`config.mk`:
```
export PLATFORM = sky130hd
export DESIGN_NAME = medn_keyq
export DESIGN_NICKNAME = d
export VERILOG_FILES = /design/src/rtl/medn_pkg.sv /design/src/rtl/medn_keyq.sv
export SDC_FILE = /design/constraint.sdc
export NUM_CORES = 1
export LEC_CHECK = 0
export ABC_AREA = 1
export BUFFER_PORTS_ARGS = -buffer_cell sky130_fd_sc_hd__buf_2
export CORE_ASPECT_RATIO = 1.75
export CORE_UTILIZATION = 40
export DETAILED_ROUTE_END_ITERATION = 6
export GPL_TIMING_DRIVEN = 1
export PLACE_DENSITY_LB_ADDON = 0.2
export SYNTH_ARGS = -nofsm -noshare
export SYNTH_HDL_FRONTEND = slang
export SYNTH_SLANG_ARGS = --single-unit
```
`constraint.sdc`:
```
create_clock -name clk -period 8.6 [get_ports clk]
set_input_delay 1.29 -clock clk [delete_from_list [all_inputs] [get_ports clk]]
set_output_delay 1.29 -clock clk [all_outputs]
set_load 0.005 [all_outputs]
```
`src/rtl/medn_pkg.sv`:
```
package medn_pkg;

	localparam int MAX_MEMBERS = 4;
	localparam int FIELD_LIMIT = (MAX_MEMBERS < 4) ? MAX_MEMBERS : 4;
	localparam int TABLE_DEPTH = 4096;
	localparam int MEMBER_BITS = 24;
	localparam int IN_BITS     = 24;
	localparam int ADDR_BITS   = $clog2(TABLE_DEPTH);
	localparam int TOTAL_BITS  = ADDR_BITS + 1;
	localparam int NUM_BITS    = 14;
	localparam int RANK_BITS   = $clog2(FIELD_LIMIT) + 1;

	typedef struct packed {
		logic [2:0]                member_count;
		logic signed [IN_BITS-1:0] member_a;
		logic signed [IN_BITS-1:0] member_b;
		logic signed [IN_BITS-1:0] member_c;
		logic signed [IN_BITS-1:0] member_d;
		logic                      last_in_element;
	} item_t;

	typedef struct packed {
		logic signed [NUM_BITS-1:0] entity_number;
		logic                       was_new;
		logic                       table_full;
		logic                       element_done;
	} result_t;

	// Canonical key as stored in the table
	typedef struct packed {
		logic [2:0]                                count;
		logic [FIELD_LIMIT-1:0][MEMBER_BITS-1:0]   members;
	} entry_t;

	// Classified item handed from front to back
	typedef struct packed {
		entry_t key;
		logic   negate;
		logic   last;
	} key_t;

endpackage

```
`src/rtl/medn_keyq.sv`:
```
module medn_keyq
	import medn_pkg::*;
(
	input  logic clk,
	input  logic arst_n,
	input  logic wr_valid,
	output logic wr_ready,
	input  key_t wr_data,
	output logic rd_valid,
	input  logic rd_pop,
	output key_t rd_data
);

	key_t       slot_q [2];
	logic       wptr_q;
	logic       rptr_q;
	logic [1:0] cnt_q;
	logic       do_wr;
	logic       do_rd;

	assign wr_ready = (cnt_q != 2'd2);
	assign rd_valid = (cnt_q != 2'd0);
	assign rd_data  = slot_q[rptr_q];
	assign do_wr    = wr_valid && wr_ready;
	assign do_rd    = rd_pop && rd_valid;

	// Advance pointers and occupancy
	always_ff @(posedge clk or negedge arst_n) begin
		if (!arst_n) begin
			wptr_q <= 1'b0;
			rptr_q <= 1'b0;
			cnt_q  <= 2'd0;
		end else begin
			if (do_wr) begin
				wptr_q <= !wptr_q;
			end
			if (do_rd) begin
				rptr_q <= !rptr_q;
			end
			cnt_q <= cnt_q + {1'b0, do_wr} - {1'b0, do_rd};
		end
	end

	always_ff @(posedge clk) begin
		if (do_wr) begin
			slot_q[wptr_q] <= wr_data;
		end
	end

endmodule

```
==> summary.md <==
| Metric | Value |
|---|---|
| Status | `completed` |
| Slew HR | `roughly a third` |
| Most common cell after layout, fill and taps aside | `nand2_1` |
| Peak VDD IR | `approximately 0.00020 V` |
| RSZ-0062 raised after global routing | `no` |
| Setup crit start | `rptr_q` |
| Worst hold start | `cnt_q[0]` |
| Final routed DRC violation total | `0` |
| Most frequent cells in the layout | `312 x nand2_1, 207 x buf_2, 202 x edfxtp_1, 19 x clkbuf_16, 7 x inv_1` |
| CTS H-tree depth | `1` |
| YS warnings | `0` |
| Gpl congestion | `about 0.8` |
| Top-area cell type share of the netlist area | `slightly above 80%` |
| Final WL | `between 15 and 20 mm` |
| Max Slew Vio Count | `0` |
| Worst Path Max Fanout | `82` |
| Seq cells post-synth | `~200` |
| FP Rows | `66` |
| Hold Crit Class | `flip-flop to flip-flop` |
| Layout cells sized above 1 | `30.8%` |
| DR vias/cell | `4.59` |
| GR Overflow Total | `0` |
| CP cell instances | `clkinv_2 -> buf_4 -> nand2_1 -> nand2_1 -> buf_2` |
| Flop pwr share | `a little under half` |
| Cell taking the most area after synthesis | `edfxtp_1` |
| Switching power | `0.989 mW` |
| Post-CTS setup repair buffer count | `0` |
| Setup crit start kind | `flip-flop` |
| Worst Path Buf+Inv | `3` |
| Main area contributors after synthesis | `edfxtp_1 80%, nand2_1 16%, dfrtp_1 1.3%` |
| Placed wire-length estimate | `around 9.9 mm` |
| Min Tclk post-route | `3880 ps` |
| Fmax | `between 200 and 300 MHz` |
| Final nets | `876` |
| CORE AREA | `18,500 sq um` |
| Vias in the first global route | `4,597` |
| CTS tree | `yes` |
| Initial core utilization | `between 40% and 50%` |
| R2R setup slack | `5830 ps` |
| Cell Pwr Density | `between 300 and 400 nW/um^2` |
| Num CTS Buffers | `19` |
| Antenna-violating nets left | `0` |
| Critical path's slowest cell | `buf_4` |
| Die Footprint | `roughly 19,000 sq um` |
| Crit share post-route | `between 40 and 50%` |
| Die Ht | `184 microns` |
| Final setup violation count | `0` |
| Register area share after synthesis | `between 80% and 90%` |
| Comb pwr share | `between 20% and 30%` |
| Setup_tns | `0 ps` |
| Hold EP | `cnt_q[0]` |
| CP top delay family | `buffers and inverters` |
| IO Count | `208` |
| Crit path largest cell delay | `760 ps` |
| Worst-path clk slew | `approximately 60 ps` |
| Initial antenna violation count | `1` |
| MaxCap Viol Count | `0` |
| Die width | `around 110 microns` |
| Final instance area | `roughly 9400 sq um` |
| Gates resized, CTS repair | `0` |
| Max Root-Sink Buffers | `3` |
| Worst skew pair latency | `between 400 and 500 ps` |
| Netlist cell types | `14` |
| Reg2Reg Depth | `5` |
| Req. time, crit path | `7310 ps` |
| Mean Syn Cell Area | `about 13 sq um` |
| Clock Sinks | `206` |
| Gr usage total | `15.5%` |
| IO Port Bufs | `207` |
| First-pass GRT wire length | `approximately 23 mm` |
| Post-CTS Hold Fix Bufs | `0` |
| Total power | `roughly 3.2 mW` |
| Vias | `4,693` |
| Origin of the critical flop-to-flop path | `cnt_q[0]` |
| CP Capture Type | `primary output` |
| Clk pwr share | `a little over a quarter` |
| Worst slew pin tran | `1020 ps` |
| Largest net degree at the start of global routing | `between 80 and 90` |
| WP data arrival | `~2600 ps` |
| Area growth from synthesis to layout | `25.1%` |
| Most frequent cell on the critical path | `nand2_1` |
| Switch share | `31.2%` |
| Int Pwr | `2.18 mW` |
| WHS Path Cells | `1` |
| Final hold violation count | `0` |
| Cell count after synthesis | `~560` |
| Mapped Area | `about 7500 sq um` |
| Post-placement cell area | `between 8000 and 9000 sq um` |
| Post-synth net total | `around 670` |
| TritonRoute pass-1 iters | `4` |
| Static Leakage | `about 4.1 nW` |
| Worst Clk Skew | `around 6 ps` |
| Root buffer cell | `clkbuf_16` |
| FF-to-FF End | `slot_q[1][41]` |
| Avg WL per Cell | `15.2 microns` |
| Critical setup path kind | `flip-flop to primary output` |
| Drt initial violations | `~200` |
[stage by stage]
step | instances | util [%] | setup slack (ps) | hold slack [ps]
final | 1022 | 51.0 | 4720 | 568
after global routing | 1021 | 51.0 | 4480 | 599
after CTS | 1020 | 51.0 | 4620 | 570
after detailed placement | 987 | 47.7 | 4970 | 555
after global placement | 987 | 47.7 | 5000 | 545
after floorplan | 559 | - | 2420 | 485
[final cells by class]
type / instances / area (sq um)
Fill cell: 1660 / 9060
Sequential cell: 206 / 6170
Multi-Input combinational cell: 323 / 1250
Timing Repair Buffer: 212 / 1070
Clock buffer: 22 / 487
Tap cell: 238 / 298
Clock inverter: 11 / 124
Inverter: 8 / 31.3
Antenna cell: 2 / 5.00
[worst max-delay path by stage]
stage / endpoint / slack (ps) / depth (start not counted)
floorplan: slot_q[1][0] / 2420 / 2
global placement: slot_q[1][61] / 5000 / 4
detailed placement: slot_q[1][51] / 4970 / 4
CTS: rd_data[21] / 4620 / 5
global route: rd_data[21] / 4480 / 5
finish: rd_data[28] / 4720 / 5
[power by group through the flow]
stage / Sequential [mW] / Clock, mW / Combinational (mW)
finish: 1.45 / 0.827 / 0.891
global route: 1.48 / 0.883 / 1.01
CTS: 1.46 / 0.850 / 0.921
detailed placement: 1.48 / 0 / 0.918
global placement: 1.47 / 0 / 0.909
floorplan: 1.47 / 0 / 0.516
[metal layers]
metal	share of wire, %	GRT usage [%]	vias up
met5	0	0	-
met4	3.4	6.89	0
met3	6.3	3.26	33
met2	54	28.6	157
met1	36	16.8	2201
li1	-	-	2302
[registers in the layout (all words and copies together) (netlist names)]
name	flops
slot_q	202
wptr_q	1
rptr_q	1
cnt_q	2
[cell usage after synthesis]
master and count:
ha_1 1, nor2_1 5, buf_4 2, edfxtp_1 202
nand3_1 2, dfrtp_1 4, buf_2 19, clkbuf_1 1
inv_1 7, xor2_1 1, inv_2 1, nand2_1 312
a21oi_1 1, o21ai_0 1
[cell families after synthesis]
logic type                 count (synthesis)  synth area share, %
buffers and inverters                     30                 1.91
DFF                                      206                 81.8
and+or+nand+nor                          319                 15.9
xor gates and xnor gates                   1                0.116
AOI/OAI and AO/OA                          2                0.133
adders and majority gates                  1                0.166
No activity file was read; power rests on OpenSTA's default activity.
