### config.mk
export PLATFORM = sky130hd
export DESIGN_NAME = medn_front
export DESIGN_NICKNAME = d
export VERILOG_FILES = /design/src/rtl/medn_pkg.sv /design/src/rtl/medn_front.sv
export SDC_FILE = /design/constraint.sdc
export NUM_CORES = 1
export LEC_CHECK = 0
export CORE_ASPECT_RATIO = 0.6
export CORE_MARGIN = 5
export CORE_UTILIZATION = 36
export CTS_BUF_LIST = sky130_fd_sc_hd__clkbuf_8
export CTS_CLUSTER_SIZE = 30
export DETAILED_ROUTE_END_ITERATION = 8
export DONT_BUFFER_PORTS = 1
export PLACE_DENSITY_LB_ADDON = 0.05
export REMOVE_ABC_BUFFERS = 1
export SKIP_CTS_REPAIR_TIMING = 1
export SLEW_MARGIN = 20
export SYNTH_ARGS = -nofsm -noshare
export SYNTH_HDL_FRONTEND = slang
export SYNTH_SLANG_ARGS = --single-unit
### constraint.sdc
create_clock -name clk -period 9.9 [get_ports clk]
set_clock_uncertainty 0.05 [all_clocks]
set_input_delay 0.495 -clock clk [delete_from_list [all_inputs] [get_ports clk]]
set_output_delay 0.495 -clock clk [all_outputs]
set_load 0.01 [all_outputs]
### src/rtl/medn_pkg.sv
package medn_pkg;

	localparam int MAX_MEMBERS = 4;
	localparam int FIELD_LIMIT = (MAX_MEMBERS < 4) ? MAX_MEMBERS : 4;
	localparam int TABLE_DEPTH = 4096;
	localparam int MEMBER_BITS = 24;
	localparam int IN_BITS     = 24;
	localparam int ADDR_BITS   = $clog2(TABLE_DEPTH);
	localparam int TOTAL_BITS  = ADDR_BITS + 1;
	localparam int NUM_BITS    = 14;
	localparam int RANK_BITS   = $clog2(FIELD_LIMIT) + 1;

	typedef struct packed {
		logic [2:0]                member_count;
		logic signed [IN_BITS-1:0] member_a;
		logic signed [IN_BITS-1:0] member_b;
		logic signed [IN_BITS-1:0] member_c;
		logic signed [IN_BITS-1:0] member_d;
		logic                      last_in_element;
	} item_t;

	typedef struct packed {
		logic signed [NUM_BITS-1:0] entity_number;
		logic                       was_new;
		logic                       table_full;
		logic                       element_done;
	} result_t;

	// Canonical key as stored in the table
	typedef struct packed {
		logic [2:0]                                count;
		logic [FIELD_LIMIT-1:0][MEMBER_BITS-1:0]   members;
	} entry_t;

	// Classified item handed from front to back
	typedef struct packed {
		entry_t key;
		logic   negate;
		logic   last;
	} key_t;

endpackage

### src/rtl/medn_front.sv
module medn_front
	import medn_pkg::*;
(
	input  logic  clk,
	input  logic  arst_n,
	input  logic  push,
	output logic  full,
	input  item_t item,
	output logic  key_valid,
	input  logic  key_ready,
	output key_t  key
);

	logic  valid_s1;
	item_t item_s1;

	logic signed [IN_BITS-1:0] raw [4];
	logic [2:0]                n;
	logic [IN_BITS+1:0]        mag [FIELD_LIMIT];
	logic [RANK_BITS-1:0]      rank [FIELD_LIMIT];
	logic [IN_BITS:0]          wide;
	logic [MEMBER_BITS-1:0]    val;

	assign full      = valid_s1 && !key_ready;
	assign key_valid = valid_s1;

	// Hold one item until the key queue takes it
	always_ff @(posedge clk or negedge arst_n) begin
		if (!arst_n) begin
			valid_s1 <= 1'b0;
		end else if (!full) begin
			valid_s1 <= push;
		end
	end

	always_ff @(posedge clk) begin
		if (!full && push) begin
			item_s1 <= item;
		end
	end

	// Clamp count, rank members by magnitude (stable), negate if needed
	always_comb begin
		raw[0] = item_s1.member_a;
		raw[1] = item_s1.member_b;
		raw[2] = item_s1.member_c;
		raw[3] = item_s1.member_d;
		if (item_s1.member_count == 3'd0) begin
			n = 3'd1;
		end else if (item_s1.member_count > 3'(FIELD_LIMIT)) begin
			n = 3'(FIELD_LIMIT);
		end else begin
			n = item_s1.member_count;
		end
		for (int i = 0; i < FIELD_LIMIT; i++) begin
			wide = {raw[i][IN_BITS-1], raw[i]};
			if (raw[i][IN_BITS-1]) begin
				wide = -wide;
			end
			mag[i] = {(3'(i) >= n), wide};
		end
		for (int i = 0; i < FIELD_LIMIT; i++) begin
			rank[i] = '0;
			for (int j = 0; j < FIELD_LIMIT; j++) begin
				if (j < i && mag[j] <= mag[i]) begin
					rank[i] = rank[i] + 1'b1;
				end else if (j > i && mag[j] < mag[i]) begin
					rank[i] = rank[i] + 1'b1;
				end
			end
		end
		key.negate = 1'b0;
		for (int i = 0; i < FIELD_LIMIT; i++) begin
			if (rank[i] == '0) begin
				key.negate = raw[i][IN_BITS-1];
			end
		end
		key.key.count = n;
		for (int p = 0; p < FIELD_LIMIT; p++) begin
			key.key.members[p] = '0;
			for (int i = 0; i < FIELD_LIMIT; i++) begin
				val = MEMBER_BITS'(raw[i]);
				if (key.negate) begin
					val = -val;
				end
				if (rank[i] == RANK_BITS'(p) && 3'(i) < n) begin
					key.key.members[p] = val;
				end
			end
		end
		key.last = item_s1.last_in_element;
	end

endmodule

==> key figures <==
Route
  • Post-route ant nets: 0
  • Iteration-0 DRC Markers: 2,553
  • WL final: 88,000 um
  • Wirelength per Cell: 35.1 um
  • Vias after detailed routing: 17,200
  • Drt pass-1 iters: 6
  • Via density: 6.84
  • DR DRC count: 0

STA
  • Tmin final: 9.71 ns
  • Final setup violation count: 0
  • Measured slew at the worst slew-check pin: approximately 1.1 ns
  • Setup TNS: 0 ns
  • Min Hold Slack: 0.0757 ns
  • Final worst-path cycle share: 98.1%
  • RSZ-0062 raised after global routing: yes
  • Worst slew margin: 27.8%
  • Peak Freq: 103 MHz
  • Slew Viols, Final: 0
  • Fin. Hold Viols: 0

Floorplanning
  • Core area: 40,800 um^2
  • Die area: 45,900 um^2
  • Num rows: 57
  • Top-Level Pins: 207
  • Die Y: ~170 um
  • Die extent in x: 273 um
  • Initial core utilization: 36.7%

Synthesis
  • Most numerous cell in the Yosys netlist: nand2_1
  • Count of state elements after synthesis: 101
  • Synth Flop Type: edfxtp_1
  • Top post-synthesis cells by area: edfxtp_1, ha_1, a221oi_1
  • Fraction of registers with async set/reset: less than 1%
  • Number of synthesized flops with an enable pin: 100
  • Cells after synthesis: roughly 1,800
  • Most frequent cells after synthesis: nand2_1, ha_1, nor2_1
  • Yosys warning count: 0
  • Post-synthesis sequential area ratio: 20.2%
  • Top cell type's share of synthesized area: 20.1%
  • Mean post-synth cell area: 8.12 um^2
  • Mapped Area: approximately 15,000 um^2
  • Cell taking the most area after synthesis: edfxtp_1
  • Netlist cell types: ~90

Power and ir drop
  • LEAKAGE: 6.93 nW
  • Sw Share: between 50 and 60%
  • Clk pwr share: 6.9%
  • Power Density: 253 nW/um^2
  • Net Switching: between 2 and 2.5 mW
  • Power share of the sequential group: ~13%
  • Comb pwr share: 80.4%
  • Peak supply drop: 0.156 mV
  • Cell Int Power: 1.89 mW

Layout
  • Final nets: around 2,200
  • Area grow syn2layout: 15.0%
  • Fillers: between 4,000 and 5,000
  • Antenna cells: 0
  • Layout cells sized above 1: 16.2%
  • Non-Filler Instances: 2,509

Outcome
  • Status: completed

Critical path
  • Worst r2r path cells: 3
  • Worst-path fanout max: 12
  • R2r setup slk: roughly 7.6 ns
  • Crit Path Category: flop to output port
  • Critical path origin: item_s1[49]
  • Req. time, crit path: 9.36 ns
  • Worst R2R End: item_s1[5]
  • Reg-to-reg startpoint: key_valid
  • CP startpoint kind: flop
  • Arrival time worst endpoint: 9.17 ns
  • Worst setup EP type: output port
  • CP Capture Point: key[11]

Run
  • Max-Cap Viols: 0

Clock tree
  • Clock Latency Late Sink: 0.45 ns
  • Num CTS Buffers: 9
  • CTS H-tree lvls: 3
  • CTS Root Cell: clkbuf_8
  • CTS tree: done
  • CTS clk-pin slew, worst paths: about 0.13 ns
  • Clock sinks: about 100
  • Clock Path Buffers: 2

Min path
  • HP Class: input pin to flop

GRT
  • Antenna violations before repair: 3
  • Total gr overflow: 0
  • Pin count of the biggest net entering global routing: 63
  • First-pass GRT wire length: 121,000 um
  • GRT Total Usage: 36.3%
  • Vias in the first global route: 15,800

Placed design
  • Cells after DPL: 2,479
  • GPL Wtd Cong: 1.06
  • Buffers added on ports: 0
  • Post-DP HPWL: about 70,000 um
-- metal layers --
| metal | routed length [um] | part of all wire (%) | track usage [%] |
|---|---|---|---|
| met1 | 39300 | 45 | 54.1 |
| met2 | 33600 | 38 | 48.9 |
| met3 | 11700 | 13 | 11.9 |
| met4 | 3410 | 3.9 | 11.7 |
| met5 | 22 | 0.025 | 0 |
-- critical path, cell delays in order (launching register included) --
cell and delay [ns]:
edfxtp_1 0.48, inv_1 0.23, ha_1 0.29, or3b_2 0.52, or3_1 0.47, nor3_1 0.28, nand2_1 0.12, nor3_1 0.52
nor2b_1 0.13, xnor2_1 0.58, inv_1 0.16, ha_1 0.34, nand4_1 0.09, nor2_1 0.35, nand2_1 0.19, or4_1 0.61
nand2_1 0.31, inv_1 0.09, ha_1 0.36, and3b_1 0.24, mux2i_4 0.24, buf_4 0.28, nor2_2 0.06, buf_4 0.22
nor2_2 0.76, buf_4 0.41, a221oi_1 0.15, buf_4 0.21
-- kinds of logic after synthesis --
family	Yosys count	share of synthesized area, %
AND/OR/NAND/NOR	623	21.0
AO/OA/AOI/OAI	552	27.5
buffers and inverters	207	5.61
adder cells (fa/ha/maj)	167	13.9
XOR/XNOR	161	9.52
flip-flops	101	20.2
multiplexers	30	2.21
other	2	0.0502
-- area by class of cell --
| class | instances | area [um^2] | share of cell area [%] |
|---|---|---|---|
| clock buffer | 9 | 124 | 0.720 |
| inverter | 74 | 278 | 1.61 |
| tap | 560 | 701 | 4.07 |
| multi-input combinational | 1547 | 11400 | 66.1 |
| sequential | 101 | 3030 | 17.6 |
| timing repair buffer | 211 | 1620 | 9.38 |
| clock inverter | 7 | 85.1 | 0.494 |
-- worst min-delay path by stage --
stage | slack [ns] | end | cells past startpoint | from
floorplan | 0.15 | key_valid | 0 | arst_n
global placement | 0.15 | key_valid | 0 | arst_n
detailed placement | 0.15 | key_valid | 0 | arst_n
CTS | -0.39 | key_valid | 0 | arst_n
global route | 0.04 | item_s1[93] | 0 | item[93]
finish | 0.08 | item_s1[63] | 0 | item[63]
-- power by group through the flow --
stage          clock network, mW  registers, mW  logic (mW)
4_1_cts                    0.312          0.549        3.30
3_3_place_gp                   0          0.559        3.28
5_1_grt                    0.327          0.554        3.62
2_1_floorplan                  0          0.547        1.71
3_5_place_dp                   0          0.558        3.28
6_report                   0.299          0.552        3.50
-- sequential cells by signal, summed over array words and instances (netlist names) --
name	cells
item_s1	99
key	1
key_valid	1
-- stage by stage --
step                worst slack, ns  power, mW  area (um^2)  util, %
floorplan                      1.06       2.25        14500        -
global placement            -0.0521       3.84        16700     40.9
detailed placement          -0.0510       3.84        16700     40.9
CTS                          -0.601       4.16        16900     41.4
global route                -0.0384       4.50        17200     42.2
finish                        0.190       4.35        17200     42.2
-- placed cells by master, fill, tap and decap left out, types with 13 or more instances in the layout --
cell type	count
a221oi_1	94
o211ai_1	14
a211oi_1	13
buf_4	207
xnor2_1	63
a22o_1	17
a31oi_1	14
o22a_1	17
mux2i_1	15
and3_1	28
nand2b_1	22
nand3_1	46
xor2_1	87
nor2_1	105
nor2b_1	32
or3_1	42
nand4_1	28
o31ai_1	15
inv_1	73
edfxtp_1	100
o21ai_0	77
a222oi_1	26
ha_1	163
a21oi_1	76
a21o_1	27
nor3_1	51
nor4_1	15
o21a_1	26
conb_1	14
nand2_1	173
a22oi_1	32
(Power assumes the default switching activity.)
